`src/rtl/ctok_pkg.sv`:
```
// Package for the command-line tokenizer: result kinds, quote states,
// the result record and the byte constants.
// No dependencies.
`default_nettype none

package ctok_pkg;

    typedef enum logic [1:0] {
        KIND_BYTE     = 2'd0,
        KIND_ARG_END  = 2'd1,
        KIND_LINE_END = 2'd2
    } kind_t;

    typedef enum logic [1:0] {
        QM_NONE   = 2'd0,
        QM_DOUBLE = 2'd1,
        QM_SINGLE = 2'd2
    } quote_t;

    typedef struct packed {
        kind_t       kind;
        logic [7:0]  data;
        logic [15:0] arg_count;
        logic        last;
    } result_t;

    localparam logic [7:0]  ESCAPE_RESET = 8'h5E;
    localparam logic [7:0]  CH_NUL       = 8'h00;
    localparam logic [7:0]  CH_DQUOTE    = 8'h22;
    localparam logic [7:0]  CH_SQUOTE    = 8'h27;
    localparam logic [7:0]  CH_SPACE     = 8'h20;
    localparam logic [7:0]  CH_TAB       = 8'h09;
    localparam logic [7:0]  CH_LF        = 8'h0A;
    localparam logic [7:0]  CH_CR        = 8'h0D;
    localparam logic [15:0] COUNT_MAX    = 16'hFFFF;

    localparam int unsigned QUEUE_DEPTH = 4;
    localparam int unsigned PTR_W       = $clog2(QUEUE_DEPTH);
    localparam int unsigned CNT_W       = $clog2(QUEUE_DEPTH + 1);

endpackage

`default_nettype wire

```
`src/rtl/command_line_tokenizer.sv`:
```
// Command-line tokenizer: parser state, next-state logic and a four-entry result queue.
// Uses ctok_pkg for types and constants.
// A result is written into the queue register on its input transaction and is offered from the queue head.
// Throughput: one input byte per cycle while the queue has room for two results.
// Reset clears the parser state, the queue and sets the escape byte to '^'.
`default_nettype none

module command_line_tokenizer (
    input  wire logic        clk,
    input  wire logic        rst_n,
    input  wire logic        cfg_we,
    input  wire logic [7:0]  cfg_wdata,
    input  wire logic        s_axis_tvalid,
    output logic             s_axis_tready,
    input  wire logic [7:0]  s_axis_tdata,   // [7:0] line_byte
    output logic             m_axis_tvalid,
    input  wire logic        m_axis_tready,
    output logic [23:0]      m_axis_tdata,   // [7:0] data, [23:8] arg_count
    output logic [1:0]       m_axis_tuser,   // [1:0] kind
    output logic             m_axis_tlast
);

    logic [7:0]             escape_reg;
    ctok_pkg::quote_t       quote_reg, quote_next;
    logic                   esc_reg, esc_next;
    logic                   nonempty_reg, nonempty_next;
    logic [15:0]            args_reg, args_next;

    ctok_pkg::result_t      queue_reg [ctok_pkg::QUEUE_DEPTH];
    logic [ctok_pkg::PTR_W-1:0] wr_ptr_reg, rd_ptr_reg, wr_ptr_alt;
    logic [ctok_pkg::CNT_W-1:0] fill_reg, fill_next;

    ctok_pkg::result_t      res0, res1;
    logic [1:0]             push_n;
    logic                   in_fire, out_fire;
    logic [7:0]             c;
    logic [15:0]            args_inc;
    logic [7:0]             closer;
    logic                   is_ws;

    assign c        = s_axis_tdata;
    assign args_inc = (args_reg != ctok_pkg::COUNT_MAX) ? args_reg + 16'd1 : args_reg;
    assign closer   = (quote_reg == ctok_pkg::QM_DOUBLE) ? ctok_pkg::CH_DQUOTE
                                                         : ctok_pkg::CH_SQUOTE;
    assign is_ws    = (c == ctok_pkg::CH_SPACE) || (c == ctok_pkg::CH_TAB) ||
                      (c == ctok_pkg::CH_LF) || (c == ctok_pkg::CH_CR);

    assign s_axis_tready = (fill_reg <= ctok_pkg::CNT_W'(ctok_pkg::QUEUE_DEPTH - 2));
    assign in_fire       = s_axis_tvalid && s_axis_tready;
    assign m_axis_tvalid = (fill_reg != '0);
    assign out_fire      = m_axis_tvalid && m_axis_tready;

    always_comb
    begin
        quote_next    = quote_reg;
        esc_next      = esc_reg;
        nonempty_next = nonempty_reg;
        args_next     = args_reg;
        push_n        = 2'd0;
        res0          = '{kind: ctok_pkg::KIND_BYTE, data: c, arg_count: args_reg, last: 1'b1};
        res1          = '{kind: ctok_pkg::KIND_LINE_END, data: 8'd0, arg_count: args_reg,
                          last: 1'b1};
        if (c == ctok_pkg::CH_NUL)
        begin
            if (nonempty_reg)
            begin
                res0   = '{kind: ctok_pkg::KIND_ARG_END, data: 8'd0, arg_count: args_inc,
                           last: 1'b0};
                res1.arg_count = args_inc;
                push_n = 2'd2;
            end
            else
            begin
                res0   = '{kind: ctok_pkg::KIND_LINE_END, data: 8'd0, arg_count: args_reg,
                           last: 1'b1};
                push_n = 2'd1;
            end
            quote_next    = ctok_pkg::QM_NONE;
            esc_next      = 1'b0;
            nonempty_next = 1'b0;
            args_next     = 16'd0;
        end
        else
        begin
            if (c == escape_reg)
            begin
                if (esc_reg)
                begin
                    nonempty_next = 1'b1;
                    push_n        = 2'd1;
                end
            end
            else if (quote_reg != ctok_pkg::QM_NONE)
            begin
                if (c == closer && !esc_reg)
                begin
                    quote_next = ctok_pkg::QM_NONE;
                end
                else
                begin
                    nonempty_next = 1'b1;
                    push_n        = 2'd1;
                end
            end
            else if (c == ctok_pkg::CH_DQUOTE || c == ctok_pkg::CH_SQUOTE)
            begin
                if (!esc_reg)
                begin
                    quote_next = (c == ctok_pkg::CH_DQUOTE) ? ctok_pkg::QM_DOUBLE
                                                            : ctok_pkg::QM_SINGLE;
                end
                else
                begin
                    nonempty_next = 1'b1;
                    push_n        = 2'd1;
                end
            end
            else if (is_ws)
            begin
                if (!esc_reg)
                begin
                    if (nonempty_reg)
                    begin
                        args_next = args_inc;
                        res0      = '{kind: ctok_pkg::KIND_ARG_END, data: 8'd0,
                                      arg_count: args_inc, last: 1'b1};
                        push_n    = 2'd1;
                    end
                    nonempty_next = 1'b0;
                end
                else
                begin
                    nonempty_next = 1'b1;
                    push_n        = 2'd1;
                end
            end
            else
            begin
                nonempty_next = 1'b1;
                push_n        = 2'd1;
            end
            esc_next = (c == escape_reg);
        end
    end

    assign wr_ptr_alt = wr_ptr_reg + ctok_pkg::PTR_W'(1);

    always_comb
    begin
        fill_next = fill_reg;
        if (in_fire)
        begin
            fill_next = fill_next + ctok_pkg::CNT_W'(push_n);
        end
        if (out_fire)
        begin
            fill_next = fill_next - ctok_pkg::CNT_W'(1);
        end
    end

    always_ff @(posedge clk or negedge rst_n)
    begin
        if (!rst_n)
        begin
            escape_reg   <= ctok_pkg::ESCAPE_RESET;
            quote_reg    <= ctok_pkg::QM_NONE;
            esc_reg      <= 1'b0;
            nonempty_reg <= 1'b0;
            args_reg     <= 16'd0;
            wr_ptr_reg   <= '0;
            rd_ptr_reg   <= '0;
            fill_reg     <= '0;
        end
        else
        begin
            if (cfg_we)
            begin
                escape_reg <= cfg_wdata;
            end
            if (in_fire)
            begin
                quote_reg    <= quote_next;
                esc_reg      <= esc_next;
                nonempty_reg <= nonempty_next;
                args_reg     <= args_next;
                wr_ptr_reg   <= wr_ptr_reg + ctok_pkg::PTR_W'(push_n);
            end
            if (out_fire)
            begin
                rd_ptr_reg <= rd_ptr_reg + ctok_pkg::PTR_W'(1);
            end
            fill_reg <= fill_next;
        end
    end

    always_ff @(posedge clk)
    begin
        if (in_fire && push_n != 2'd0)
        begin
            queue_reg[wr_ptr_reg] <= res0;
        end
        if (in_fire && push_n == 2'd2)
        begin
            queue_reg[wr_ptr_alt] <= res1;
        end
    end

    ctok_pkg::result_t head;
    assign head         = queue_reg[rd_ptr_reg];
    assign m_axis_tdata = {head.arg_count, head.data};
    assign m_axis_tuser = head.kind;
    assign m_axis_tlast = head.last;

endmodule

`default_nettype wire

```
`config.mk`:
```
export PLATFORM = sky130hd
export DESIGN_NAME = command_line_tokenizer
export DESIGN_NICKNAME = d
export VERILOG_FILES = /design/src/rtl/ctok_pkg.sv /design/src/rtl/command_line_tokenizer.sv
export SDC_FILE = /design/constraint.sdc
export NUM_CORES = 1
export LEC_CHECK = 0
export ABC_AREA = 0
export BUFFER_PORTS_ARGS = -buffer_cell sky130_fd_sc_hd__buf_2
export CAP_MARGIN = 20
export CORE_MARGIN = 2
export CORE_UTILIZATION = 50
export CTS_CLUSTER_DIAMETER = 60
export CTS_CLUSTER_SIZE = 12
export DETAILED_ROUTE_END_ITERATION = 7
export MAX_ROUTING_LAYER = met4
export PLACE_DENSITY = 0.7
export SKIP_LAST_GASP = 1
export SLEW_MARGIN = 20
export SYNTH_ARGS = -nofsm -noshare
export SYNTH_HDL_FRONTEND = slang
export SYNTH_SLANG_ARGS = --single-unit
```
`constraint.sdc`:
```
create_clock -name clk -period 4.36 [get_ports clk]
set_input_delay 0.872 -clock clk [delete_from_list [all_inputs] [get_ports clk]]
set_output_delay 0.872 -clock clk [all_outputs]
set_load 0.02 [all_outputs]
```
==> results of run 1 <==
==> cells by family (layout without fill, tap and decap cells) <==
kind of cell             after synthesis  after routing  share of synthesized area (%)
multiplexers                          62             62                           12.9
XOR/XNOR                              16             16                           1.86
AND/OR/NAND/NOR                      243            243                           16.4
flip-flops                           143            143                           48.9
adder cells (fa/ha/maj)                5              5                          0.930
buffers and inverters                 75            115                           4.60
AO/OA/AOI/OAI                        174            174                           14.4
==> metal layers <==
| layer | share of wire (%) | up-vias |
|---|---|---|
| met1 | 42 | 2804 |
| met5 | 0 | - |
| met3 | 5.3 | 47 |
| met4 | 3.5 | 0 |
| li1 | - | 2698 |
| met2 | 50 | 204 |
==> power by group through the flow <==
stage	Sequential (mW)	Clock [mW]	Combinational, mW
2_1_floorplan	1.77	0	1.16
3_3_place_gp	1.94	0	1.38
3_5_place_dp	1.96	0	1.40
4_1_cts	1.93	1.45	1.41
5_1_grt	1.97	1.50	1.51
6_report	1.93	1.43	1.40
==> synthesized netlist by cell type, types with 4 or more instances <==
cell type / count
nor3_1: 8
xor2_1: 11
or3_1: 6
a41oi_1: 4
mux4_2: 27
a21oi_1: 50
o31ai_1: 16
and2_1: 14
dfstp_2: 5
mux2i_1: 26
o2bb2ai_1: 6
buf_1: 6
buf_2: 15
buf_6: 5
a31oi_1: 6
nand2b_1: 11
and3_1: 4
or2_2: 5
nand2_1: 88
xnor2_1: 5
inv_1: 15
mux2_2: 9
nand4_1: 5
o22ai_1: 12
clkbuf_1: 30
nand3_1: 32
o21ai_0: 48
ha_1: 4
edfxtp_1: 64
dfxtp_1: 44
o21a_1: 5
dfrtp_1: 30
and4_1: 4
nor2_1: 44
==> path summary, 6_finish.rpt <==
check	slack, ps	start	endpoint	depth (start not counted)
min	460	queue_reg[2][0]	queue_reg[2][0]	2
max reg2reg	1180	quote_reg[0]	fill_reg[1]	14
max	1010	s_axis_tdata[4]	fill_reg[1]	14
min reg2reg	460	queue_reg[2][0]	queue_reg[2][0]	2
max in group asynchronous	3180	rst_n	rd_ptr_reg[0]	1
min in group asynchronous	540	rst_n	escape_reg[7]	1
==> critical path, stage by stage <==
cell	delay, ps
buf_2	130
or3_4	440
or2_2	330
a21oi_1	140
buf_4	190
o21ai_0	100
and2_1	180
ha_1	180
inv_1	70
fa_1	420
nor2_1	110
a21oi_1	80
ha_1	320
mux2i_1	150
==> final cells by class <==
cell class                      count  area (sq um)
Sequential cell                   143          3690
Clock buffer                       18           450
Multi-Input combinational cell    500          3510
Fill cell                        1240          6190
Timing Repair Buffer               67           380
Clock inverter                     14           134
Tap cell                          184           230
Inverter                           16          60.1
==> cell usage in the layout, fill, tap and decap left out, drive strengths merged, types with 4 or more instances in the layout <==
master	n
and4	4
or2	5
xor2	11
nor3	12
dfrtp	30
or3	7
and2	16
mux4	27
nand3	32
nor2	46
nand4	6
mux2	9
dfxtp	44
o2bb2ai	6
nand2	88
a41oi	4
nand2b	11
a31oi	6
ha	4
mux2i	26
inv	26
xnor2	5
o21ai	50
and3	4
clkbuf	18
a21oi	50
dfstp	5
a211oi	5
o22ai	12
edfxtp	64
o31ai	16
o21a	5
buf	67
==> metrics by stage <==
| step | utilization [%] | setup slack [ps] |
|---|---|---|
| global placement | 53.8 | 640 |
| floorplan | - | 661 |
| finish | 57.8 | 1010 |
| detailed placement | 53.8 | 589 |
| CTS | 57.7 | 1030 |
| global route | 57.8 | 838 |
==> impl_results.md, run 1 <==
* Vias in the first global route at 5766
* Fin area at 8460 sq um
* HPWL Detailed at 13100 microns
* Clock power frac at a little under a third
* Max FO, Critical Path at 6
* Die Ht at 127 microns
* Setup TNS at 0 ps
* Hold_buf cts at 0
* GRT Util Overall at 25.1%
* H-Tree Depth at 4
* Max VDD drop at roughly 0.36 mV
* I/O pin count at 50
* Slew Limit Fails at 0
* Antenna-violating nets left at 0
* Clock Latency Late Sink at about 430 ps
* Postcts setup bufs at 0
* Net Switching at about 1.7 mW
* Most Crowded Layer GR: met2
* Max-slew headroom at a little over two fifths
* Initial antenna violation count at 0
* Area contributors post-synth: edfxtp_1 (25%), dfxtp_1 (12%), dfrtp_1 (10%)
* Die X at 127 microns
* Post-synth EDFFs at 64
* Placed Area at 7870 sq um
* Via count at 5753
* Fmax at 299 MHz
* Core ar. at 14600 sq um
* Setup crit end kind: register
* RSZ-0062 raised after global routing: no
* Clock sink count at ~140
* Comb power frac at 29.4%
* Largest area contributor in the netlist: edfxtp_1
* Gpl congestion at 0.965
* Yosys cell types at between 60 and 70
* Initial Util at 51.5%
* Antenna fix cells at 0
* Crit Path Category: in -> reg
* Initial DRC count at 563
* Grt ovf at 0
* Post-synth top area share at 25.5%
* Pin count of the biggest net entering global routing at 36
* YS warnings at 0
* Layout cell share with drive strength beyond 1 at approximately 22%
* DRT Pass-1 Iters at 5
* Clock skew at between 5 and 6 ps
* Post-synthesis sequential area ratio at 48.9%
* Area growth, synth to finish at 12.2%
* Leakage power at around 3.3 nW
* Port Buffer Count at 49
* First-pass GRT wire length at 30300 microns
* Dpl cells at 910
* Non-filler cells, final at 942
* Mapped Avg Cell Area at 10.5 sq um
* Period utilization at 76.8%
* CTS Root Cell: clkbuf_16
* Avg Vias per Cell at 6.11
* Seq cells post-synth at approximately 140
* Overall power after layout at around 4.8 mW
* Largest register FFs at 108
* Sw frac at 35.5%
* Worst-path clk slew at 70 ps
* Met2 global-route usage at approximately 40%
* CP arrival at 3700 ps
* TritonCTS Buffers at 17
* Met1 GRT Util at 30.2%
* Hold Fails Final Rpt at 0
* Post-Syn Instances at a little over 700
* Hold Slack at 459 ps
* CTS tree: done
* P per Cell Area at 563 nW/um^2
* CTS max path bufs at 2
* Row count at 44
* Flop pwr share at between 40% and 50%
* Final setup viols at 0
* Hold Path Class: reg -> reg
* Syn nets at 744
* Worst Path Required at 4710 ps
* FFs w/ async S/R, synth at 24.5%
* Status: finished clean
* Fin nets at 771
* # DRC at 0
* WL final at 18800 microns
* Fin crit period at 3350 ps
* Top FF cell, synth: edfxtp_1
* Pin slew with the least headroom to its limit at 862 ps
* CP startpoint kind: input port
* Maximum capacitance violations at 0
* Total Die Area at about 16000 sq um
* Mapped Area at 7540 sq um
* Global Route met3 Usage at under 10%
* Pint at 3.07 mW
* Detail-routed net length per standard cell at between 15 and 20 microns
* CTS resizes at 0
(Power assumes the default switching activity.)
==> inputs of run 2 (changes only) <==
Settings changed: ABC_AREA 0 to 1, PLACE_DENSITY 0.7 to 0.72.
Clock period 4.36 ns to 3 ns, I/O delays scaled along.
==> impl_results.md, run 2 <==
* Status: finished clean
* Met1 GRT Util at 39.2%
* Total Die Area at 16700 sq um
* Area contributors post-synth: edfxtp_1 (25%), dfxtp_1 (11%), nand2_1 (11%)
* CTS Root Cell: clkbuf_16
* Flop2flop setup slack at 220 ps
* Seq cells post-synth at 143
* Worst Path Required at roughly 3300 ps
* Most Crowded Layer GR: met2
* Synth Area in Adders at less than 1%
* Mapped Avg Cell Area at just under 8 sq um
* Slew Limit Fails at 0
* First-pass GRT wire length at 36000 microns
* Fin nets at 1099
* Initial Util at 51.4%
* Worst r2r path cells at 17
* Initial DRC count at 874
* Vias in the first global route at 6903
* Detail-routed net length per standard cell at 17.1 microns
* Grt ovf at 0
* Clock sink count at 143
* Commonest non-fill, non-tap cell in the layout: nand2_1
* Post-synth top area share at 24.5%
* Max FO, Critical Path at 3
* CP delay by family, top: simple AND/OR/NAND/NOR gates
* Via count at 7357
* Row count at 45
* Hold_buf cts at 0
* Largest register FFs at about 110
* Core ar. at 15300 sq um
* Global Route met3 Usage at 7.06%
* Clock skew at 9.21 ps
* Top FF cell, synth: edfxtp_1
* Setup crit end kind: register
* I/O pin count at 50
* Commonest cells in the netlist: nand2_1 (231), nand3_1 (136), o21ai_0 (119)
* RR Endpoint: fill_reg[2]
* Gpl congestion at 0.982
* Leakage power at 4.11 nW
* CTS tree: done
* Period utilization at 92.8%
* Final worst slack at between 200 and 250 ps
* Post-synthesis sequential area ratio at a little under half
* Multiplexer share of the synthesized area at 0.559%
* Largest area contributor in the netlist: edfxtp_1
* Simple-gate portion of the synthesized area at 27.4%
* Syn nets at 1032
* Die X at ~130 microns
* Post-synth EDFFs at 64
* FILL cells at roughly 1300
* Max VDD drop at between 0.3 and 0.4 mV
* H-Tree Depth at 4
* CP startpoint kind: register
* Max-slew headroom at between 40 and 50%
* FFs w/ async S/R, synth at 24.5%
* Initial antenna violation count at 0
* Pin slew with the least headroom to its limit at a little over 800 ps
* Final setup viols at 0
* GRT Util Overall at 28.9%
* Antenna fix cells at 0
* DRT Pass-1 Iters at 6
* CP arrival at 3110 ps
* Cell mode on critical path: nand2_1
* Critical path depth in cells at 17
* YS warnings at 0
* Layout cell share with drive strength beyond 1 at 17.8%
* Worst-path clk slew at ~60 ps
* Met2 global-route usage at 41.9%
* Pre-CTS WS at -110 ps
* Fmax at 359 MHz
* Maximum capacitance violations at 0
* Mapped Area at 7840 sq um
* CP Buf/Inv Count at 3
* Post-Syn Instances at a little over 1000
* Hold Slack at approximately 270 ps
* Pin count of the biggest net entering global routing at 56
* TritonCTS Buffers at 17
* Complex-gate fraction of the synthesized area at 15.0%
* Antenna-violating nets left at 0
* Avg Vias per Cell at 5.67
* CP Cell Sequence: xnor2_1 -> nand2_1 -> nor2_2 -> nand2_2 -> inv_2 -> nor2_1 -> nand2_1 -> and3_4 -> ha_1 -> inv_1 -> fa_1 -> nand2_1 -> o21ai_2 -> ha_1 -> nand3_1 -> xnor2_1 -> inv_1
* Largest family of logic cells by synthesized area: simple AND/OR/NAND/NOR gates
* Die Ht at around 130 microns
* WL final at ~22000 microns
* Max incr delay on CP at 540 ps
* Hold Path Class: in -> async
* CP max-delay cell: dfstp_2
* Port Buffer Count at 49
* Xor and xnor area share after synthesis at 1.90%
* Crit Path Category: reg -> reg
* Hold Fails Final Rpt at 0
* HPWL Detailed at roughly 14000 microns
* Fin crit period at about 2800 ps
* Area growth, synth to finish at 17.5%
* CTS max path bufs at 2
* # DRC at 0
* RR Startpoint: escape_reg[3]
* Cell with the most instances after synthesis: nand2_1
* Clock Latency Late Sink at 430 ps
* Yosys cell types at 42
* P per Cell Area at 897 nW/um^2
* Most frequent cells in the layout: nand2_1 (231), nand3_1 (136), o21ai_0 (118)
[run 2: cell types whose count changed after synthesis, moves of 14 or more]
cell     delta
a21oi_1    -45
and2_1     -14
inv_1      +35
inv_2      +16
mux2i_1    -25
mux4_2     -27
nand2_1   +143
nand3_1   +104
nor2_1     +38
o21ai_0    +71
o21ai_1    +51
o22ai_1    +22
o31ai_1    -15
[run 2: logic make-up (layout without fill, tap and decap cells)]
kind of cell               count (synthesis)  after routing
AOI/OAI and AO/OA                        221            221
xor gates and xnor gates                  17             17
adders and majority gates                  5              5
buffers and inverters                    128            208
DFF                                      143            143
muxes                                      4              4
and+or+nand+nor                          488            488
[run 2: worst max-delay path by stage]
stage / startpoint / endpoint / slack [ps]
after floorplan: s_axis_tdata[3] / fill_reg[2] / 140
after global placement: s_axis_tdata[7] / fill_reg[2] / -50
after detailed placement: s_axis_tdata[7] / fill_reg[2] / -110
after CTS: rd_ptr_reg[0] / m_axis_tuser[1] / 130
after global routing: escape_reg[3] / fill_reg[2] / -30
final: escape_reg[3] / fill_reg[2] / 220
[run 2: layer usage]
metal	vias up	routed length (microns)	share of wire [%]
li1	3557	-	-
met1	3415	9900	45
met2	329	9960	45
met3	56	1790	8.1
met4	0	583	2.6
met5	-	0	0
[run 2: power by group]
| part | leakage [nW] | switching [mW] | internal (mW) |
|---|---|---|---|
| clock network | 0.328 | 0.811 | 1.45 |
| registers | 1.35 | 0.237 | 2.51 |
| logic | 2.43 | 2.21 | 1.04 |
| total | 4.11 | 3.26 | 5.00 |
[run 2: layout make-up]
type | instances | area, sq um | share of cell area, %
Clock buffer | 28 | 637 | 6.92
Clock inverter | 4 | 21.3 | 0.231
Inverter | 69 | 263 | 2.85
Multi-Input combinational cell | 735 | 3610 | 39.2
Sequential cell | 143 | 3680 | 40.0
Tap cell | 211 | 264 | 2.87
Timing Repair Buffer | 107 | 731 | 7.94
[run 2: repair_timing]
action | CTS | global route
setup buffers | 0 | 2
gates resized for setup | 0 | 5
endpoints found under the setup margin | 0 | 4
[run 2: per-stage QoR]
stage          util (%)  instances  cell area (sq um)  total power [mW]  TNS (ps)
5_1_grt            60.3       1297               9210              8.76     -30.7
3_3_place_gp       55.8       1263               8510              5.93     -52.8
6_report           60.3       1297               9210              8.26         0
4_1_cts            60.1       1295               9170              8.24         0
2_1_floorplan         -       1006               7840              4.91         0
3_5_place_dp       55.8       1263               8510              5.98      -141
